## src/rtl/core/rmsn_pkg.sv

```systemverilog
// Shared constants, types and state codes for the RMS normaliser.
`default_nettype none
package rmsn_pkg;

	localparam int MAX_ELEMENTS_DEF = 64;
	localparam int SAMPLE_BITS_DEF  = 16;

	localparam int          WEIGHT_W   = 16;
	localparam int          EPS_W      = 32;
	localparam logic [31:0] EPS_RESET  = 32'd168;
	localparam logic [15:0] WEIGHT_ONE = 16'd16384;

	// Reciprocal root: floor(2^48 / S), at most 2^48.
	localparam int INV_SHIFT = 48;
	localparam int INV_W     = 49;
	localparam int INV_LO_W  = 25;

	// Mean square plus epsilon, the radicand and the root.
	localparam int D_W   = 33;
	localparam int RAD_W = 58;
	localparam int S_W   = RAD_W / 2;

	localparam int PADDR_W = 3;
	localparam logic REG_EPSILON = 1'b0;
	localparam logic REG_APPLY   = 1'b1;

	typedef enum logic {
		DIV_MEAN,
		DIV_INV
	} div_src_t;

	typedef enum logic [3:0] {
		ST_IDLE,
		ST_ADD,
		ST_MS_GO,
		ST_MS_WAIT,
		ST_D_CALC,
		ST_RT_GO,
		ST_RT_WAIT,
		ST_INV_GO,
		ST_INV_WAIT,
		ST_INV_LOAD,
		ST_RD,
		ST_MUL_LO,
		ST_MUL_HI,
		ST_M1,
		ST_M2,
		ST_PUT
	} state_t;

	typedef struct packed {
		logic     acc_load;
		logic     acc_add;
		logic     div_start;
		div_src_t div_sel;
		logic     d_load;
		logic     sqrt_start;
		logic     inv_load;
		logic     idx_clr;
		logic     idx_inc;
		logic     rd_en;
		logic     mul_lo;
		logic     mul_hi;
		logic     m1_en;
		logic     m2_en;
		logic     out_load;
		logic     run_clear;
	} cmd_t;

	typedef struct packed {
		logic div_done;
		logic sqrt_done;
		logic last_q;
		logic emit_last;
		logic out_busy;
	} sts_t;

endpackage
`default_nettype wire

```

## src/rtl/core/rmsn_ctrl.sv

```systemverilog
// Sequencing state machine for accumulate, root, reciprocal and emit pass.
`default_nettype none
module rmsn_ctrl (
	input  wire logic           clk,
	input  wire logic           arst_n,
	input  wire logic           in_valid,
	output logic                in_stall,
	input  wire rmsn_pkg::sts_t sts,
	output rmsn_pkg::cmd_t      cmd
);

	rmsn_pkg::state_t state_q;
	rmsn_pkg::state_t state_d;

	always_ff @(posedge clk or negedge arst_n) begin
		if (!arst_n) begin
			state_q <= rmsn_pkg::ST_IDLE;
		end else begin
			state_q <= state_d;
		end
	end

	always_comb begin
		cmd      = '0;
		state_d  = state_q;
		in_stall = 1'b1;
		case (state_q)
			rmsn_pkg::ST_IDLE: begin
				in_stall = 1'b0;
				if (in_valid) begin
					cmd.acc_load = 1'b1;
					state_d      = rmsn_pkg::ST_ADD;
				end
			end
			rmsn_pkg::ST_ADD: begin
				cmd.acc_add = 1'b1;
				state_d     = sts.last_q ? rmsn_pkg::ST_MS_GO : rmsn_pkg::ST_IDLE;
			end
			rmsn_pkg::ST_MS_GO: begin
				cmd.div_start = 1'b1;
				cmd.div_sel   = rmsn_pkg::DIV_MEAN;
				state_d       = rmsn_pkg::ST_MS_WAIT;
			end
			rmsn_pkg::ST_MS_WAIT: begin
				if (sts.div_done) begin
					state_d = rmsn_pkg::ST_D_CALC;
				end
			end
			rmsn_pkg::ST_D_CALC: begin
				cmd.d_load = 1'b1;
				state_d    = rmsn_pkg::ST_RT_GO;
			end
			rmsn_pkg::ST_RT_GO: begin
				cmd.sqrt_start = 1'b1;
				state_d        = rmsn_pkg::ST_RT_WAIT;
			end
			rmsn_pkg::ST_RT_WAIT: begin
				if (sts.sqrt_done) begin
					state_d = rmsn_pkg::ST_INV_GO;
				end
			end
			rmsn_pkg::ST_INV_GO: begin
				cmd.div_start = 1'b1;
				cmd.div_sel   = rmsn_pkg::DIV_INV;
				state_d       = rmsn_pkg::ST_INV_WAIT;
			end
			rmsn_pkg::ST_INV_WAIT: begin
				if (sts.div_done) begin
					state_d = rmsn_pkg::ST_INV_LOAD;
				end
			end
			rmsn_pkg::ST_INV_LOAD: begin
				cmd.inv_load = 1'b1;
				cmd.idx_clr  = 1'b1;
				state_d      = rmsn_pkg::ST_RD;
			end
			rmsn_pkg::ST_RD: begin
				cmd.rd_en = 1'b1;
				state_d   = rmsn_pkg::ST_MUL_LO;
			end
			rmsn_pkg::ST_MUL_LO: begin
				cmd.mul_lo = 1'b1;
				state_d    = rmsn_pkg::ST_MUL_HI;
			end
			rmsn_pkg::ST_MUL_HI: begin
				cmd.mul_hi = 1'b1;
				state_d    = rmsn_pkg::ST_M1;
			end
			rmsn_pkg::ST_M1: begin
				cmd.m1_en = 1'b1;
				state_d   = rmsn_pkg::ST_M2;
			end
			rmsn_pkg::ST_M2: begin
				cmd.m2_en = 1'b1;
				state_d   = rmsn_pkg::ST_PUT;
			end
			rmsn_pkg::ST_PUT: begin
				if (!sts.out_busy) begin
					cmd.out_load = 1'b1;
					if (sts.emit_last) begin
						cmd.run_clear = 1'b1;
						state_d       = rmsn_pkg::ST_IDLE;
					end else begin
						cmd.idx_inc = 1'b1;
						state_d     = rmsn_pkg::ST_RD;
					end
				end
			end
			default: begin
				state_d = rmsn_pkg::ST_IDLE;
			end
		endcase
	end

endmodule
`default_nettype wire

```

## config.mk

```make
export PLATFORM = sky130hd
export DESIGN_NAME = rmsn_ctrl
export DESIGN_NICKNAME = d
export VERILOG_FILES = /design/src/rtl/core/rmsn_pkg.sv /design/src/rtl/core/rmsn_ctrl.sv
export SDC_FILE = /design/constraint.sdc
export NUM_CORES = 1
export LEC_CHECK = 0
export BUFFER_PORTS_ARGS = -buffer_cell sky130_fd_sc_hd__buf_2
export CAP_MARGIN = 15
export CORE_UTILIZATION = 30
export DETAILED_ROUTE_END_ITERATION = 7
export SLEW_MARGIN = 25
export SYNTH_ARGS = -nofsm -noshare
export SYNTH_HDL_FRONTEND = slang
export SYNTH_SLANG_ARGS = --single-unit
```

## constraint.sdc

```tcl
create_clock -name clk -period 2 [get_ports clk]
set_clock_uncertainty 0.05 [all_clocks]
set_input_delay 0.2 -clock clk [delete_from_list [all_inputs] [get_ports clk]]
set_output_delay 0.2 -clock clk [all_outputs]
set_load 0.005 [all_outputs]
```

==> results summary <==
The flow ran to the end, and the final reports show no timing, DRC or antenna violations. The reg-to-reg setup timing slack is 0.41 ns. At the worst endpoint, the arrival time is 1.50 ns. The total power per unit cell area is 1400 nW/um^2. Max-cap violations in this run came to 0. The total overflow reported by the global router came out at 0. The tree is rooted in a sky130_fd_sc_hd__clkbuf_4. The I/O pin total came out at 25. Setup violations remaining at the end of the flow were counted as 0.

state_q holds more flip-flops than any other register. The number of H-tree levels came out at 1. The weighted congestion at the end of routability-driven global placement came out at 0.777.

The fraction of final layout cells sized beyond drive strength 1 is 0.395. The horizontal extent of the die came out at 38.5 um. In this run the worst hold path is classified as input port to async pin. The area of the die is 1480 um^2. The number of detailed-route iterations in the first pass is 4. In this run the critical register-to-register path is launched from state_q[1]$_DFFE_PN0P_.

The post-synthesis instance total came out at 56. After clock tree synthesis, the clock-pin slew on the worst setup and hold paths is 0.04 ns. The unique cell type count in the Yosys netlist came out at 26.

Dividing the detail-routed wire length by the instance count gives 10.1 um. The register with the most flip-flops in the layout has 4 of them. The final-layout worst hold slack came out at 0.250 ns. The largest registers in the layout are state_q (4). The final count of hold timing violations is 0. The commonest non-fill, non-tap cell in the layout is sky130_fd_sc_hd__buf_2.

Synthesis inferred 4 register bits. The area of placed instances came out at 517 um^2. The number of global-route vias before repair came out at 342. STA classifies the critical path endpoint as an output pin. The number of clock buffers added by TritonCTS is 3. Of the post-synthesis cell area, the dominant cell type holds 0.251. Summing every instance area after synthesis gives 399 um^2. The total via count after detailed routing came out at 482.

The number of max-slew violations in the final report is 0. The post-CTS setup repair buffer count came out at 0. Static timing analysis puts the maximum clock frequency at 570 MHz. The largest total area in the synthesized netlist belongs to sky130_fd_sc_hd__dfrtp_1. The number of antenna violations at the first check in global routing came out at 0. After routing the design area is 549 um^2. The final layout net count came out at 91. After routing, the total negative slack on setup checks comes to 0 ns. The number of vias per cell came out at 5.07. In this run the deepest clock path goes through 2 buffers.

For this configuration, the core starts out at a cell density of 0.341. The filler cells instantiated in the layout total 125. The clock period minus worst slack is 1.75 ns.

The length in cells of the worst reg-to-reg path came out at 4. In this run the critical register-to-register path is captured at state_q[0]$_DFFE_PN0P_. The sink count of the clock tree is 4.

The highest fanout seen on the critical path is 10. Data on the critical path is required at its endpoint by 1.75 ns. The die outline height came out at 38.5 um. The portion of the post-synthesis area used by sequential elements is 0.251.

The critical path in this run is classified as flop to output pin. In the layout the commonest cells are 24 x sky130_fd_sc_hd__buf_2, 11 x sky130_fd_sc_hd__nor2_1, 5 x sky130_fd_sc_hd__nor3_1. The slew at the pin closest to its max-slew limit is 0.318 ns. For this run, design rule violations remaining after detail routing come to 0. The largest net degree at the start of global routing is 12. TritonCTS built the clock tree.

The wire length of the first global-routing pass came out at 1.50 mm. At the later pin of the worst-skew pair, clock insertion delay measures 0.23 ns. The synthesized area per cell came out at 7.13 um^2. The detailed placement HPWL is 723 um. The placeable core region is 1170 um^2.

Yosys attributes the largest share of cell area to sky130_fd_sc_hd__dfrtp_1 25%, sky130_fd_sc_hd__nor2_1 10%, sky130_fd_sc_hd__nand2b_1 6.3%. The sort of element at the start of the critical path is a flop. The post-route antenna net violation count is 0. The peak ir drop on the vdd network is 704 uV. The count of buffers inserted at the top-level ports came out at 24. The fraction of registers with async set or reset after synthesis is 1.00. For this run, the leading register cell type out of synthesis is sky130_fd_sc_hd__dfrtp_1.

Counting flops with a built-in enable in the synthesized netlist gives 0. Relative to the synthesized area, the layout overhead comes to 37.6%. For this run, the total global-route usage over all layers was measured as 0.147. The net count after synthesis is 64. The number of antenna diodes in the final layout is 0. The post-route fraction of the period consumed by the critical path is 0.877. The number of cell rows came out at 12. Setup repair after global routing left no endpoint under its margin.

The count of routing violations after the opening detailed-route iteration came out at 11. The total wirelength of the detailed-routed design came out at 956 um. The max-slew headroom at the worst pin is 0.788. The count of instances resized after the clock tree is built came out at 0. The total number of yosys warnings came out at 0. The analysis attributes to cell leakage a power of 0.000283 uW.
## layout make-up
type	instances	area [um^2]	area share
multi-input combinational	46	260	0.474
timing repair buffer	27	145	0.264
sequential	4	100	0.182
clock buffer	3	22.5	0.0410
tap	14	17.5	0.0319
inverter	1	3.75	0.00683
## per-stage QoR
stage | util | total power, uW | cells | setup WS, ns
CTS | 0.469 | 780 | 95 | 0.228
floorplan | - | 556 | 56 | 0.537
global route | 0.469 | 856 | 95 | 0.0941
detailed placement | 0.441 | 672 | 91 | 0.415
finish | 0.469 | 770 | 95 | 0.246
global placement | 0.441 | 680 | 91 | 0.424
## per-layer routing
layer  wire length [um]  GRT usage  part of all wire
met2                427      0.208              0.45
met5                  0          0                 0
met3                 56     0.0523             0.059
met1                471      0.204              0.49
met4                  0     0.0517                 0
## synth_stat cells, types with 2 or more instances
library cell	n
sky130_fd_sc_hd__nor3_1	5
sky130_fd_sc_hd__buf_4	2
sky130_fd_sc_hd__a21oi_1	4
sky130_fd_sc_hd__or3_1	2
sky130_fd_sc_hd__nand2_1	4
sky130_fd_sc_hd__dfrtp_1	4
sky130_fd_sc_hd__mux2i_1	2
sky130_fd_sc_hd__nor2_1	11
sky130_fd_sc_hd__nor4_1	2
sky130_fd_sc_hd__nand2b_1	4
## worst max-delay path by stage
stage,startpoint,to,cells past startpoint
floorplan,state_q[0]$_DFFE_PN0P_,state_q[0]$_DFFE_PN0P_,5
global placement,state_q[0]$_DFFE_PN0P_,state_q[0]$_DFFE_PN0P_,4
detailed placement,state_q[1]$_DFFE_PN0P_,state_q[0]$_DFFE_PN0P_,4
CTS,state_q[3]$_DFFE_PN0P_,cmd[0],3
global route,state_q[3]$_DFFE_PN0P_,cmd[0],3
finish,state_q[3]$_DFFE_PN0P_,cmd[0],3
## cells by family after synthesis
group	synth area share
buf+inv	0.0971
mux	0.0784
flops	0.251
simple gates	0.429
compound gates	0.122
xor+xnor	0.0219
## power breakdown
part	internal, uW	leakage (uW)	switching (uW)
Combinational	216	0.000226	230
Clock	67.0	0.0000138	31.4
Sequential	122	0.0000436	104
Total	404	0.000283	366
## worst max-delay path, cell delays in order, from the launching register on
cell and delay [ns]:
sky130_fd_sc_hd__dfrtp_1 0.52, sky130_fd_sc_hd__nand2_1 0.25, sky130_fd_sc_hd__nor4_1 0.33, sky130_fd_sc_hd__buf_2 0.18
## timing repair
action | 4_1_cts | 5_1_grt
hold buffers | 1 | 0
setup endpoints to repair | 0 | 0
endpoints found under the hold margin | 4 | 0
No activity file was read; power rests on OpenSTA's default activity.
